<file path="config.mk">
export PLATFORM = sky130hd
export DESIGN_NAME = cooldown_gated_shutter_pulser_core
export DESIGN_NICKNAME = d
export VERILOG_FILES = /design/src/rtl/cgsp_pkg.sv /design/src/rtl/cgsp_pick.sv /design/src/rtl/cooldown_gated_shutter_pulser_core.sv
export SDC_FILE = /design/constraint.sdc
export NUM_CORES = 1
export LEC_CHECK = 0
export ABC_AREA = 1
export BUFFER_PORTS_ARGS = -buffer_cell sky130_fd_sc_hd__buf_4
export CORE_ASPECT_RATIO = 1.5
export CORE_MARGIN = 10
export CORE_UTILIZATION = 41
export DETAILED_ROUTE_END_ITERATION = 6
export GPL_TIMING_DRIVEN = 1
export PLACE_DENSITY = 0.62
export SETUP_SLACK_MARGIN = 0.4
export SKIP_LAST_GASP = 1
export SLEW_MARGIN = 20
export SYNTH_ARGS = -nofsm -noshare
export SYNTH_HDL_FRONTEND = slang
export SYNTH_SLANG_ARGS = --single-unit
export TNS_END_PERCENT = 30
</file>
<file path="constraint.sdc">
create_clock -name clk_i -period 7.1 [get_ports clk_i]
set_input_delay 1.42 -clock clk_i [delete_from_list [all_inputs] [get_ports clk_i]]
set_output_delay 1.42 -clock clk_i [all_outputs]
set_load 0.005 [all_outputs]
</file>
<file path="src/rtl/cgsp_pkg.sv">
// Package: shared types and constants of the cooldown-gated shutter pulser.
`timescale 1ns / 1ps
package cgsp_pkg;

  // Request bits and cooldown registers that exist on the interface
  localparam int unsigned SRC_SLOTS = 4;
  localparam int unsigned SRC_IDX_W = 2;
  localparam int unsigned TIME_W    = 32;
  localparam int unsigned CNT_W     = 3;
  localparam int unsigned CFG_IDX_W = 3;

  // Configuration register indexes
  typedef enum logic [CFG_IDX_W-1:0] {
    REG_PULSE_LENGTH = 3'd0,
    REG_ACTIVE_SRCS  = 3'd1,
    REG_COOLDOWN0    = 3'd2,
    REG_COOLDOWN1    = 3'd3,
    REG_COOLDOWN2    = 3'd4,
    REG_COOLDOWN3    = 3'd5
  } cfg_reg_e;

  // Reset values of the configuration registers
  localparam logic [TIME_W-1:0] PULSE_LENGTH_RST = 32'd100;
  localparam logic [CNT_W-1:0]  ACTIVE_SRCS_RST  = 3'd4;

  // Outcome of the priority pick
  typedef struct packed {
    logic                 fire;
    logic [SRC_IDX_W-1:0] src;
  } pick_t;

endpackage

</file>
<file path="src/rtl/cgsp_pick.sv">
// Per-source cooldown check and lowest-index priority pick.
`timescale 1ns / 1ps
module cgsp_pick #(
  parameter int unsigned NUM_SLOTS = 4
) (
  input  logic [cgsp_pkg::TIME_W-1:0]    now_i,
  input  logic [cgsp_pkg::SRC_SLOTS-1:0] req_i,
  input  logic [cgsp_pkg::CNT_W-1:0]     count_i,
  input  logic [NUM_SLOTS-1:0]           has_fired_i,
  input  logic [cgsp_pkg::TIME_W-1:0]    last_fire_i [NUM_SLOTS],
  input  logic [cgsp_pkg::TIME_W-1:0]    cooldown_i  [NUM_SLOTS],
  output cgsp_pkg::pick_t                pick_o
);

  logic [NUM_SLOTS-1:0]          eligible;
  logic [cgsp_pkg::TIME_W-1:0]   elapsed [NUM_SLOTS];

  // Parallel cooldown checks, wrapping subtraction
  always_comb begin
    for (int i = 0; i < NUM_SLOTS; i++) begin
      elapsed[i]  = now_i - last_fire_i[i];
      eligible[i] = req_i[i] && (cgsp_pkg::CNT_W'(i) < count_i) &&
                    (!has_fired_i[i] || (elapsed[i] >= cooldown_i[i]));
    end
  end

  // Lowest-numbered eligible source wins
  always_comb begin
    pick_o = '0;
    for (int i = NUM_SLOTS - 1; i >= 0; i--) begin
      if (eligible[i]) begin
        pick_o.fire = 1'b1;
        pick_o.src  = cgsp_pkg::SRC_IDX_W'(i);
      end
    end
  end

endmodule

</file>
<file path="src/rtl/cooldown_gated_shutter_pulser_core.sv">
// Top level: cooldown-gated shutter pulser with registered result beat.
`timescale 1ns / 1ps
// Usage:
//   Input channel (in_valid_i/in_ready_o) takes one beat per update: a
//   wrapping millisecond timestamp, the focus level and a four-bit mask of
//   fire requests. Output channel (out_valid_o/out_ready_i) returns exactly
//   one beat per input beat: focus and shutter levels, a fired flag and the
//   index of the source that started the pulse.
//   The result of a beat accepted at one edge is valid after that edge.
//   Throughput is one beat per cycle while the receiver takes each result;
//   cooldown checks, priority pick and pulse timer all settle in the single
//   stage between the input port and the result register.
//   When the receiver stalls, the result register holds its beat and
//   in_ready_o drops until the beat is taken; a new beat is accepted in the
//   same cycle the held one leaves.
//   Configuration is a plain write port (cfg_we_i, cfg_idx_i, cfg_wdata_i);
//   the user writes it only while the block is idle, which the block does
//   not enforce; unknown indexes are ignored. Reset clears pulse and source
//   state, loads register defaults (pulse length 100, four active sources,
//   zero cooldowns) and empties the result register.
module cooldown_gated_shutter_pulser_core #(
  parameter int unsigned NUM_SOURCES = 4
) (
  input  logic        clk_i,
  input  logic        rst_ni,
  // configuration
  input  logic        cfg_we_i,
  input  logic [2:0]  cfg_idx_i,
  input  logic [31:0] cfg_wdata_i,
  // input channel
  input  logic        in_valid_i,
  output logic        in_ready_o,
  input  logic [31:0] now_ms_i,
  input  logic        focus_held_i,
  input  logic [3:0]  fire_requests_i,
  // output channel
  output logic        out_valid_o,
  input  logic        out_ready_i,
  output logic        focus_drive_o,
  output logic        shutter_drive_o,
  output logic        fired_o,
  output logic [1:0]  fired_source_o
);

  localparam int unsigned NumSlots =
    (NUM_SOURCES < cgsp_pkg::SRC_SLOTS) ? NUM_SOURCES : cgsp_pkg::SRC_SLOTS;

  // Configuration registers
  logic [cgsp_pkg::TIME_W-1:0] pulse_len_q;
  logic [cgsp_pkg::CNT_W-1:0]  active_q;
  logic [cgsp_pkg::TIME_W-1:0] cooldown_q [NumSlots];

  // Pulse and source state
  logic                        pulse_active_q, pulse_active_d;
  logic [cgsp_pkg::TIME_W-1:0] pulse_start_q, pulse_start_d;
  logic [cgsp_pkg::TIME_W-1:0] last_fire_q [NumSlots];
  logic [cgsp_pkg::TIME_W-1:0] last_fire_d [NumSlots];
  logic [NumSlots-1:0]         has_fired_q, has_fired_d;

  // Result register
  logic                              out_valid_q, out_valid_d;
  logic                              focus_q, shutter_q, fired_q;
  logic [cgsp_pkg::SRC_IDX_W-1:0]    src_q;

  logic                        accept;
  logic [cgsp_pkg::CNT_W-1:0]  count;
  logic [cgsp_pkg::TIME_W-1:0] pulse_age;
  cgsp_pkg::pick_t             pick;

  assign in_ready_o = !out_valid_q || out_ready_i;
  assign accept     = in_valid_i && in_ready_o;

  // Active count capped at the number of slots
  assign count = (active_q > cgsp_pkg::CNT_W'(NumSlots)) ?
                 cgsp_pkg::CNT_W'(NumSlots) : active_q;

  cgsp_pick #(
    .NUM_SLOTS (NumSlots)
  ) u_pick (
    .now_i       (now_ms_i),
    .req_i       (fire_requests_i),
    .count_i     (count),
    .has_fired_i (has_fired_q),
    .last_fire_i (last_fire_q),
    .cooldown_i  (cooldown_q),
    .pick_o      (pick)
  );

  assign pulse_age = now_ms_i - pulse_start_q;

  // Configuration writes
  always_ff @(posedge clk_i or negedge rst_ni) begin
    if (!rst_ni) begin
      pulse_len_q <= cgsp_pkg::PULSE_LENGTH_RST;
      active_q    <= cgsp_pkg::ACTIVE_SRCS_RST;
      for (int i = 0; i < NumSlots; i++) cooldown_q[i] <= '0;
    end else if (cfg_we_i) begin
      unique case (cgsp_pkg::cfg_reg_e'(cfg_idx_i))
        cgsp_pkg::REG_PULSE_LENGTH: pulse_len_q <= cfg_wdata_i;
        cgsp_pkg::REG_ACTIVE_SRCS:  active_q    <= cfg_wdata_i[cgsp_pkg::CNT_W-1:0];
        cgsp_pkg::REG_COOLDOWN0,
        cgsp_pkg::REG_COOLDOWN1,
        cgsp_pkg::REG_COOLDOWN2,
        cgsp_pkg::REG_COOLDOWN3: begin
          for (int i = 0; i < NumSlots; i++) begin
            if (cfg_idx_i == cgsp_pkg::CFG_IDX_W'(int'(cgsp_pkg::REG_COOLDOWN0) + i)) begin
              cooldown_q[i] <= cfg_wdata_i;
            end
          end
        end
        default: ;
      endcase
    end
  end

  // Next state: fire when idle, otherwise run the pulse timer
  always_comb begin
    pulse_active_d = pulse_active_q;
    pulse_start_d  = pulse_start_q;
    last_fire_d    = last_fire_q;
    has_fired_d    = has_fired_q;
    if (accept) begin
      if (!pulse_active_q) begin
        if (pick.fire) begin
          pulse_active_d = 1'b1;
          pulse_start_d  = now_ms_i;
          for (int i = 0; i < NumSlots; i++) begin
            if (pick.src == cgsp_pkg::SRC_IDX_W'(i)) begin
              last_fire_d[i] = now_ms_i;
              has_fired_d[i] = 1'b1;
            end
          end
        end
      end else if (pulse_age >= pulse_len_q) begin
        pulse_active_d = 1'b0;
      end
    end
  end

  // State registers
  always_ff @(posedge clk_i or negedge rst_ni) begin
    if (!rst_ni) begin
      pulse_active_q <= 1'b0;
      pulse_start_q  <= '0;
      has_fired_q    <= '0;
      for (int i = 0; i < NumSlots; i++) last_fire_q[i] <= '0;
    end else begin
      pulse_active_q <= pulse_active_d;
      pulse_start_q  <= pulse_start_d;
      has_fired_q    <= has_fired_d;
      last_fire_q    <= last_fire_d;
    end
  end

  // Result beat valid
  always_comb begin
    out_valid_d = out_valid_q;
    if (accept) begin
      out_valid_d = 1'b1;
    end else if (out_ready_i) begin
      out_valid_d = 1'b0;
    end
  end

  always_ff @(posedge clk_i or negedge rst_ni) begin
    if (!rst_ni) begin
      out_valid_q <= 1'b0;
    end else begin
      out_valid_q <= out_valid_d;
    end
  end

  // Result payload, loaded on accept
  always_ff @(posedge clk_i) begin
    if (accept) begin
      focus_q   <= focus_held_i;
      shutter_q <= pulse_active_d;
      fired_q   <= !pulse_active_q && pick.fire;
      src_q     <= (!pulse_active_q && pick.fire) ? pick.src : '0;
    end
  end

  assign out_valid_o     = out_valid_q;
  assign focus_drive_o   = focus_q;
  assign shutter_drive_o = shutter_q;
  assign fired_o         = fired_q;
  assign fired_source_o  = src_q;

endmodule

</file>
* After elaboration in Yosys (flattened, before gate mapping)
Cells that the tools add are included.
W data, S select, Z words.
** Word-level totals
- Bits in registers :: 334
** Cells by class
- Eq/ne operators :: 8
- Reduce and logical (&&, ||, !) cells :: 36
- Bitwise operators :: 1
- Add/subtract/negate cells :: 5
- Magnitude comparators :: 10
- Muxes and demuxes :: 11
** Operators with widths (number)
- $ge A32 B32 Y1 :: 5
- $sub A32 B32 Y32 :: 5
- $reduce_and A4 Y1 :: 4
- $mux W3 :: 5
- $reduce_and A3 Y1 :: 5
- $logic_and A1 B1 Y1 :: 10
- $eq A3 B2 Y1 const B :: 2
- $eq A3 B3 Y1 const B :: 2
- $logic_not A1 Y1 :: 6
- $lt A1 B3 Y1 const A :: 2
- $lt A2 B3 Y1 const A :: 2
- $mux W1 :: 6
- $logic_or A1 B1 Y1 :: 5
- $eq A2 B2 Y1 const B :: 2
- $reduce_and A2 Y1 :: 2
- $reduce_or A4 Y1 :: 1
- $eq A3 B1 Y1 const B :: 1
- $gt A3 B3 Y1 const B :: 1
- $logic_not A3 Y1 :: 1
- $eq A2 B1 Y1 const B :: 1
- $logic_not A2 Y1 :: 1
- $reduce_bool A2 Y1 :: 1
- $not A1 Y1 :: 1

* Depth between registers and ports, before layout
Gate-level depths: netlist of the first run.
- Depth after elaboration :: 12
- Mapped depth :: 32
- Depth with buffers taken out :: 31

* Hierarchy
Synthesis of the first run repeated with hierarchy kept, for this count alone.
** Second synthesis, totals
- Cell total of the unflattened synthesis :: 3651
- Area, all modules :: 26222.6 um2
** Modules (own cells, without submodules)
- cooldown_gated_shutter_pulser_core :: sequential area each 8388.0 um2, cells an instance 1720, instances 1, area each 15034.4 um2
- cgsp_pick :: sequential area each 0.0 um2, cells an instance 1931, instances 1, area each 11188.2 um2

* Worst setup path after synthesis of the first run
OpenSTA, ideal clock, no wires.
- Path kind :: input port to flip-flop
- Start point :: input now_ms_i[0]
- End point :: register shutter_q (netlist: shutter_drive_o), data pin
- Cell stages on the path :: 30
- Library setup time :: 0.257 ns
- Slack :: 2.091 ns
- Required time :: 6.843 ns
- Arrival :: 4.752 ns
- Path through :: inv_1 -> ha_1 -> inv_1 -> fa_1 -> nand3_1 -> nand2_1 -> a21oi_1 -> o21ai_2 -> a21oi_1 -> o21ai_0 -> a21oi_1 -> xnor2_1 -> ha_1 -> nand2_1 -> inv_1 -> nand2_1 -> nand2_1 -> nand2_1 -> nand2_1 -> nand2_1 -> nand2_1 -> nor2_1 -> nand2_1 -> nand2_1 -> nand2_2 -> inv_1 -> nand3_2 -> nand2_2 -> buf_6 -> nand2_1
** On the way
- Cells in the longest elaborated chain, start to end :: 11
** RTL lines
- start, declared :: RTL line cooldown_gated_shutter_pulser_core.sv:33 : input logic [31:0] now_ms_i,
- $sub A32 B32 Y32 :: RTL line cgsp_pick.sv:21 : elapsed[i] = now_i - last_fire_i[i];
- $ge A32 B32 Y1 :: RTL line cgsp_pick.sv:23 : (!has_fired_i[i] || (elapsed[i] >= cooldown_i[i]));
- $logic_or A1 B1 Y1 :: RTL line cgsp_pick.sv:23
- $logic_and A1 B1 Y1 :: RTL line cgsp_pick.sv:22 : eligible[i] = req_i[i] && (cgsp_pkg::CNT_W'(i) < count_i) &&
- $mux W3 (4 in a row) :: RTL line cgsp_pick.sv:31 : if (eligible[i]) begin
- $mux W1 :: RTL line cooldown_gated_shutter_pulser_core.sv:124 : if (pick.fire) begin
- $mux W1 * :: RTL line cooldown_gated_shutter_pulser_core.sv:123 : if (!pulse_active_q) begin
- $mux W1 * :: RTL line cooldown_gated_shutter_pulser_core.sv:122 : if (accept) begin
- net pulse_active_d :: RTL line cooldown_gated_shutter_pulser_core.sv:54 : logic pulse_active_q, pulse_active_d;
- end signal, assigned :: RTL line cooldown_gated_shutter_pulser_core.sv:177 : shutter_q <= pulse_active_d;
- end, declared :: RTL line cooldown_gated_shutter_pulser_core.sv:62 : logic focus_q, shutter_q, fired_q;
Mark *: on every way through the listed nets, which the timed path passes. The rest lies on a longest branch.
A chain may end at the register's enable or synchronous reset.

* Final worst setup path of the first run
- Start point :: input now_ms_i[0]
- End point :: register last_fire_q[123] (netlist bit)
** On the way
- Cells in the longest elaborated chain, start to end :: 10
** RTL lines
- $sub A32 B32 Y32 :: RTL line cgsp_pick.sv:21
- $ge A32 B32 Y1 :: RTL line cgsp_pick.sv:23
- $logic_or A1 B1 Y1 :: RTL line cgsp_pick.sv:23
- $logic_and A1 B1 Y1 :: RTL line cgsp_pick.sv:22
- $mux W3 (3 in a row) :: RTL line cgsp_pick.sv:31
- $mux W3 * :: RTL line cgsp_pick.sv:31
- $logic_not A2 Y1 :: RTL line cooldown_gated_shutter_pulser_core.sv:128 : if (pick.src == cgsp_pkg::SRC_IDX_W'(i)) begin
- $reduce_and A4 Y1 (no source line) *
- end signal, assigned :: RTL line cooldown_gated_shutter_pulser_core.sv:151 : last_fire_q <= last_fire_d;
- end, declared :: RTL line cooldown_gated_shutter_pulser_core.sv:56 : logic [cgsp_pkg::TIME_W-1:0] last_fire_q [NumSlots];
Mark *: on every way between the ends. The rest lies on a longest branch, timed or not.

==> results.md, run 1 <==
Worst setup path:
- The largest single stage delay on the critical path is 0.56 ns.
- The critical path class is in2reg.
- The type of element capturing the critical path is a flip-flop.
- The cell type of the slowest stage on the worst timing path is sky130_fd_sc_hd__a21oi_1.
- In this design, the largest share of critical-path delay is due to simple AND/OR/NAND/NOR gates.
- STA puts the critical path data required time at 7.52 ns.
- The worst setup path is launched from a primary input.
- The count of buffering cells on the critical path with inverters included is 5.
- For the worst setup path, the data arrival time is 6.37 ns.
- Among the stages of the critical path, the cell type that occurs most often is sky130_fd_sc_hd__nand2_1.
- The top fanout value on the critical path is 40.

Run status:
- The flow ran to the end, and the final reports show no timing, DRC or antenna violations.

Yosys:
- The mean area per synthesized cell is 7.417 um^2.
- Synthesis handed over a netlist of 3437 instances.
- The synthesized design contains 334 register bits.
- The Yosys step of the flow raised 0 warnings.
- The area of the mapped netlist is 0.02549 mm^2.
- Among all flip-flop cells after synthesis, the most frequent one is sky130_fd_sc_hd__dfrtp_1.
- Synthesis instantiated 48 different standard cells from the library.
- The fraction of the yosys area taken by sequential cells is 32.90%.
- In the synthesized netlist the async set-or-reset flop fraction comes to 98.50%.
- The number of nets produced by synthesis is 3834.
- The number of enable flip-flop cells after synthesis is 5.

STA:
- The number of setup violations in the final report is 0.
- The number of failing hold endpoints at the final stage is 0.
- The final critical path takes up 83.84% of the cycle.
- Setup repair after global routing left no endpoint under its margin.
- Headroom to the max-slew limit came out at 32.38%.
- Adding up every negative setup slack in the final design gives 0 ns.
- The slew at the pin closest to its max-slew limit is 1.011 ns.
- After layout, the minimum clock period comes to 5.953 ns.
- Derived from the worst setup path, the maximum achievable clock frequency is 168.0 MHz.
- For the final database, setup skew stands at 0.03899 ns.
- The number of slew-limit violations in the final report came to 0.

Flow run:
- Max-cap violations in this run came to 0.

Global route:
- Entering global routing, the biggest net connects 148 pins.
- The number of antenna violations at the first check in global routing is 0.
- The first global-routing pass estimated 120100 um of wire.
- The global route total overflow is 0.
- The total global-route track usage is 20.54%.
- The via count of the first global-routing pass is 23120.

Route:
- Dividing the detail-routed via count by the number of cells gives 5.178.
- The number of vias in the routed layout is 22380.
- In this run, the number of DRC markers left after iteration 0 of detailed routing was 1230.
- The number of nets with antenna violations after detailed routing is 0.
- The final wirelength is 75860 um.
- The number of detailed-routing iterations run before antenna repair is 7.
- Dividing the detail-routed wire length by the instance count gives 17.55 um.
- The number of DRC violations after detailed routing is 0.

Power:
- The portion of total power attributed to the clock network is 16.5%.
- The internal power contribution is 6.634 mW.
- The switching part of the total is 47.99%.
- The power density over the cells is 451.9 mW/mm^2.
- Per report_power, the combinational group accounts for 61.5% of the total.
- The fraction of power consumed by sequential logic is 22.0%.
- Summed over all nets, the switching power comes to 6.122 mW.
- The leakage power summed over all cells is 14.48 nW.
- VDD sags by at most 0.2191 mV.
- The final total power is 12.76 mW.

Finish:
- 0 antenna diodes ended up in the layout.
- In the final design database the tool counted 3902 nets.
- In the final layout, the share of cells above drive strength 1 is 5.607%.
- In the layout the commonest cells are sky130_fd_sc_hd__nand2_1 (813), sky130_fd_sc_hd__inv_1 (572), sky130_fd_sc_hd__o21ai_0 (345).
- From synthesis to final layout, the design area changed by 10.72%.
- The library cell used most frequently in the layout, excluding fill and tap cells, is sky130_fd_sc_hd__nand2_1.
- The post-route core utilization is 45.98%.

Clock network:
- TritonCTS built the clock tree.
- The cell at the root of the clock tree is sky130_fd_sc_hd__clkbuf_16.
- The latest clock arrival within the worst-skew pair is 0.58 ns.
- Gates resized during post-CTS repair numbered 0.
- The hold buffer count at cts is 0.
- The number of setup buffers added after CTS is 0.
- The deepest clock path buffer count is 3.
- The post-CTS clock slew at the launch and capture registers of the worst setup and hold paths is 0.06 ns.
- For this design, the sink count on the clock tree is 334.
- Clock tree synthesis inserted a total of 37 buffers.
- The H-tree level count is 2.

Die:
- For this design the top-level I/O count stands at 84.
- The die is 223.6 um wide.
- The placeable core area is 0.06139 mm^2.
- The floorplan has 111 rows.
- The die covers 0.07276 mm^2.
- Measured along the y axis, the die boundary spans 325.4 um.
- Once the floorplan was initialized, standard cells occupied 41.53% of the core.

Hold path:
- The worst hold path belongs to the class reg2reg.

Placed design:
- The number of buffer cells added on primary ports is 83.
- The HPWL reported at the end of detailed placement is 60530 um.
- At the end of routability-driven placement, the weighted congestion stood at 0.9747.
stage by stage:
stage	cell area [um^2]	setup slack [ns]	instances	hold WS, ns
floorplan	25490	2.091	3437	0.4318
global placement	26920	0.6633	4257	0.4487
detailed placement	26920	0.6054	4257	0.4535
CTS	28220	1.176	4322	0.4671
global route	28230	0.8470	4322	0.4933
finish	28230	1.147	4322	0.4639
path summary, 6_finish.rpt:
kind                            slack [ns]                      endpoint                   startpoint  cells past startpoint
max in group asynchronous             5.04    cooldown_q[29]$_DFFE_PN0P_                       rst_ni                      2
worst min register to register        0.46    has_fired_q[3]$_DFFE_PN0P_   has_fired_q[3]$_DFFE_PN0P_                      2
worst max register to register        1.92  last_fire_q[123]$_DFFE_PN0P_  last_fire_q[98]$_DFFE_PN0P_                     25
worst max-delay path                  1.15  last_fire_q[123]$_DFFE_PN0P_                  now_ms_i[0]                     25
worst min-delay path                  0.46    has_fired_q[3]$_DFFE_PN0P_   has_fired_q[3]$_DFFE_PN0P_                      2
min in group asynchronous             0.78    cooldown_q[99]$_DFFE_PN0P_                       rst_ni                      1
final cells by class:
cell class,count,area [um^2]
multi-input combinational,2452,14560
sequential,334,8388
clock inverter,11,200.2
inverter,575,2158
timing repair buffer,105,833.3
fill,6335,33160
tap,791,989.7
clock buffer,54,1101
Yosys cell counts, drive strengths merged (27+ instances only):
cell	instances	area, um^2
nand2	824	3115
inv	575	2158
o21ai	384	1929
dfrtp	325	8133
ha	315	3941
a21oi	259	1315
nor2	182	695.7
nand3	119	625.6
xor2	112	980.9
o21bai	44	330.3
clkbuf	43	163.9
xnor2	40	350.3
buf	33	251.5
nor3	27	140.1
per-layer routing:
metal,vias up,share of wire (%),global-route usage (%)
li1,11320,-,-
met1,10480,40,22.47
met2,391,52,38.38
met3,182,2.5,1.878
met4,0,5.0,10.28
met5,-,0,0
logic make-up (layout without fill, tap and decap cells):
group / Yosys count / after routing / synth area share [%]
AO/OA/AOI/OAI: 781 / 781 / 16.78
XOR/XNOR: 152 / 152 / 5.222
buffers and inverters: 651 / 745 / 10.10
AND/OR/NAND/NOR: 1199 / 1199 / 19.15
flip-flops: 334 / 334 / 32.90
adder cells (fa/ha/maj): 320 / 320 / 15.85
power groups by stage:
stage | Sequential (mW) | Clock (mW) | Combinational [mW]
2_1_floorplan | 2.74 | 0 | 5.77
5_1_grt | 2.88 | 2.22 | 8.99
4_1_cts | 2.80 | 2.16 | 7.87
3_3_place_gp | 2.82 | 0 | 7.71
6_report | 2.80 | 2.11 | 7.84
3_5_place_dp | 2.82 | 0 | 7.82
registers in the layout, indices dropped and copies added, names as in the netlist:
register	flops
fired_source_o	2
cooldown_q	128
active_q	3
out_valid_o	1
has_fired_q	4
pulse_start_q	32
shutter_drive_o	1
pulse_active_q	1
focus_drive_o	1
fired_o	1
pulse_len_q	32
last_fire_q	128
tightest hold or removal path, stage by stage (launching register included):
cell and delay [ns]:
sky130_fd_sc_hd__dfrtp_1 0.32, sky130_fd_sc_hd__inv_1 0.05, sky130_fd_sc_hd__o21ai_1 0.06
Power figures use the tool's default switching activity.
==> run 2: changes to the inputs <==
- clock period: 7.1 -> 5.8 ns (I/O delays scaled with it)
==> run 2 against run 1 <==
  * Register-to-register slack worse by 0.62 ns
  * Global-route usage increased by 0.069 points
  * Via count grew 0.65%
  * Largest power group unchanged
  * Highest routed layer unchanged
  * Clock-buffer cell count unchanged
  * Total power up 25%
  * First-iteration DRC count up 1.1%
  * Critical path depth is the same
  * Flip-flop and latch count unchanged
  * Clock power increased by 26%
  * Core utilization grew 0.67 points
==> results.md, run 2 (same netlist as run 1, synthesis figures left out) <==
Route:
- The average routed wire per standard cell is 17.59 um (+0.23%).
- The number of vias in the routed layout is 22520 (+0.65%).
- The final wirelength is 76570 um (+0.95%).
- The number of nets with antenna violations after detailed routing is 0 (unchanged).
- The number of DRC violations after detailed routing came to 0 (unchanged).
- The number of detailed-routing iterations run before antenna repair is 7 (unchanged).
- The routed via count divided by cell count is 5.174 (about the same).
- The number of DRC markers after the initial detailed-route iteration is 1243 (+1.1%).

Worst setup path:
- The delay of the slowest critical-path stage is 0.40 ns (-0.16 ns).
- The type of origin of the critical path is a primary input.
- The critical path class is in2reg.
- The arrival time at the worst endpoint is 5.52 ns (-0.85 ns).
- The reg2reg setup slack came to 1.30 ns (-0.62 ns).
- The worst reg-to-reg path cell count is 28 (+12%).
- The most frequent cell on the critical path is sky130_fd_sc_hd__nand2_1.
- The top fanout value on the critical path is 21 (-48%).
- The data required time of the worst path is 6.24 ns (-1.28 ns).
- The cell type of the slowest stage on the worst timing path is sky130_fd_sc_hd__fa_1.
- The type of element capturing the critical path is a flip-flop.

Clock network:
- The post-CTS setup buffer count came to 0 (unchanged).
- The post-CTS resize count was 0 (unchanged).
- The deepest clock path buffer count is 3 (unchanged).
- The hold buffer count at cts is 0 (unchanged).
- The latest clock arrival within the worst-skew pair came to 0.57 ns (about the same).
- The H-tree level count came to 2 (unchanged).
- The number of buffers created by CTS is 38 (+2.7%).
- The TritonCTS clock tree is built.
- The total number of clock tree sinks was 334 (unchanged).
- CTS placed an instance of sky130_fd_sc_hd__clkbuf_16 at the clock tree root.
- The post-CTS clock slew at the launch and capture registers of the worst setup and hold paths is 0.06 ns (about the same).

Placed design:
- The HPWL reported at the end of detailed placement was 61310 um (+1.3%).
- The number of buffer cells added on primary ports came to 83 (unchanged).
- The placed cell count is 4284 (+0.63%).
- The placer congestion estimate was 0.9747 (unchanged).

Finish:
- The growth of design area from synthesis to finish is 12.33%.
- The most common cell after layout, fill and taps aside is sky130_fd_sc_hd__nand2_1.
- The final-stage net count was 3930 (+0.72%).
- The largest registers in the layout are cooldown_q (128), last_fire_q (128).
- The fraction of final layout cells with drive strength greater than 1 is 6.541% (+0.93 points).
- The number of non-filler instances in the completed layout is 4353 (+0.72%).
- The top cell types in the final layout, fill and taps aside, are sky130_fd_sc_hd__nand2_1 (813), sky130_fd_sc_hd__inv_1 (572), sky130_fd_sc_hd__o21ai_0 (345).
- The post-route core utilization came to 46.65% (+0.67 points).
- The number of antenna diodes is 0 (unchanged).

STA:
- Setup repair after global routing could not meet its margin everywhere.
- The headroom to the max-slew limit came to 49.07% (+17 points).
- The number of slew-limit violations in the final report came to 0 (unchanged).
- After layout, the minimum clock period comes to 5.087 ns.
- Timing would allow up to 196.6 MHz.
- The number of failing hold endpoints at the final stage is 0 (unchanged).
- The number of setup violations in the final report came to 0 (unchanged).
- The summed negative setup slack over all endpoints is 0 ns (unchanged).
- The slew at the pin closest to its max-slew limit was 0.7639 ns (-0.2468 ns).
- Of the available clock period, the critical path in the final layout requires 87.71%.
- The worst clock skew is 0.01729 ns (-0.02170 ns).
- The final worst hold slack is 0.4670 ns (+0.003098 ns).

Global route:
- The pin count of the biggest net entering global routing came to 110 (-26%).
- The number of antenna violations at the first check in global routing is 0 (unchanged).
- The total global-route track usage came to 20.61% (+0.069 points).
- The via count of the first global-routing pass is 23220 (+0.44%).
- The global route total overflow is 0 (unchanged).
- The wire length of the first global-routing pass is 120400 um (+0.24%).

Power:
- The peak supply drop is 0.2442 mV (+11%).
- The power density over the cells is 555.5 mW/mm^2 (+23%).
- The leakage power summed over all cells is 14.71 nW (+1.6%).

Hold path:
- The number of cells traversed by the worst hold path is 2 (unchanged).
- The path category of the worst min-delay check is reg2reg.

Run status:
- The flow ran to the end, and the final reports show no timing, DRC or antenna violations.

Die:
- The chip width came to 223.6 um (unchanged).
- The starting density of the core is 41.53% (unchanged).
- The height of the chip is 325.4 um (unchanged).
- The placeable core area was 0.06139 mm^2 (unchanged).
- The number of rows created at floorplan came to 111 (unchanged).
- The area enclosed by the die boundary is 0.07276 mm^2 (unchanged).
- The number of ports placed on the die boundary is 84 (unchanged).

Flow run:
- The count of maximum capacitance violations is 0 (unchanged).
-- run 2: cell types whose count changed in the layout (fill, tap and decap cells not counted), moves of 2 or more --
cell and change:
sky130_fd_sc_hd__buf_12 +9, sky130_fd_sc_hd__clkbuf_1 -2, sky130_fd_sc_hd__nand2_2 -2, sky130_fd_sc_hd__nand2_4 +2, sky130_fd_sc_hd__clkbuf_16 +3, sky130_fd_sc_hd__buf_4 +18
sky130_fd_sc_hd__clkinv_4 +2, sky130_fd_sc_hd__clkinv_2 +2
-- run 2: report_power, final --
part	internal, mW	leakage [nW]	switching (mW)
clock	1.62	0.668	1.04
combinational	3.70	9.94	6.12
sequential	3.06	4.10	0.369
total	8.37	14.7	7.53
-- run 2: final timing paths --
| check | from | end |
|---|---|---|
| worst max-delay path | now_ms_i[0] | last_fire_q[35]$_DFFE_PN0P_ |
| worst min register to register | has_fired_q[2]$_DFFE_PN0P_ | has_fired_q[2]$_DFFE_PN0P_ |
| worst min-delay path | has_fired_q[2]$_DFFE_PN0P_ | has_fired_q[2]$_DFFE_PN0P_ |
| min in group asynchronous | rst_ni | cooldown_q[100]$_DFFE_PN0P_ |
| worst max register to register | last_fire_q[64]$_DFFE_PN0P_ | last_fire_q[8]$_DFFE_PN0P_ |
| max in group asynchronous | rst_ni | pulse_start_q[11]$_DFFE_PN0P_ |
-- run 2: stage by stage --
| step | area, um^2 | setup WS [ns] | power [mW] |
|---|---|---|---|
| global placement | 27240 | 0.1406 | 13.10 |
| global route | 28640 | 0.3769 | 17.49 |
| detailed placement | 27240 | 0.04116 | 13.23 |
| floorplan | 25490 | 1.051 | 10.42 |
| CTS | 28610 | 0.6442 | 15.99 |
| finish | 28640 | 0.7127 | 15.91 |
-- run 2: cell type report --
type | instances | area, um^2
clock buffers | 54 | 1155
clock inverters | 15 | 219.0
fillers | 6243 | 32750
inverters | 575 | 2158
multi-input cells | 2452 | 14580
flip-flops and latches | 334 | 8388
well taps | 791 | 989.7
repair buffers | 132 | 1149
-- run 2: routing by layer --
metal | track usage [%] | vias up | routed length (um)
met1 | 22.51 | 10590 | 30780
li1 | - | 11400 | -
met3 | 1.941 | 150 | 1996
met4 | 9.003 | 0 | 3276
met5 | 0 | - | 0
met2 | 39.10 | 379 | 40520
-- run 2: critical path: cells and delay by family --
kind	cells	cell delay (ns)
AO/OA/AOI/OAI	4	1.03
XOR/XNOR	1	0.11
adder cells (fa/ha/maj)	3	0.87
buffers and inverters	6	0.95
AND/OR/NAND/NOR	11	1.38
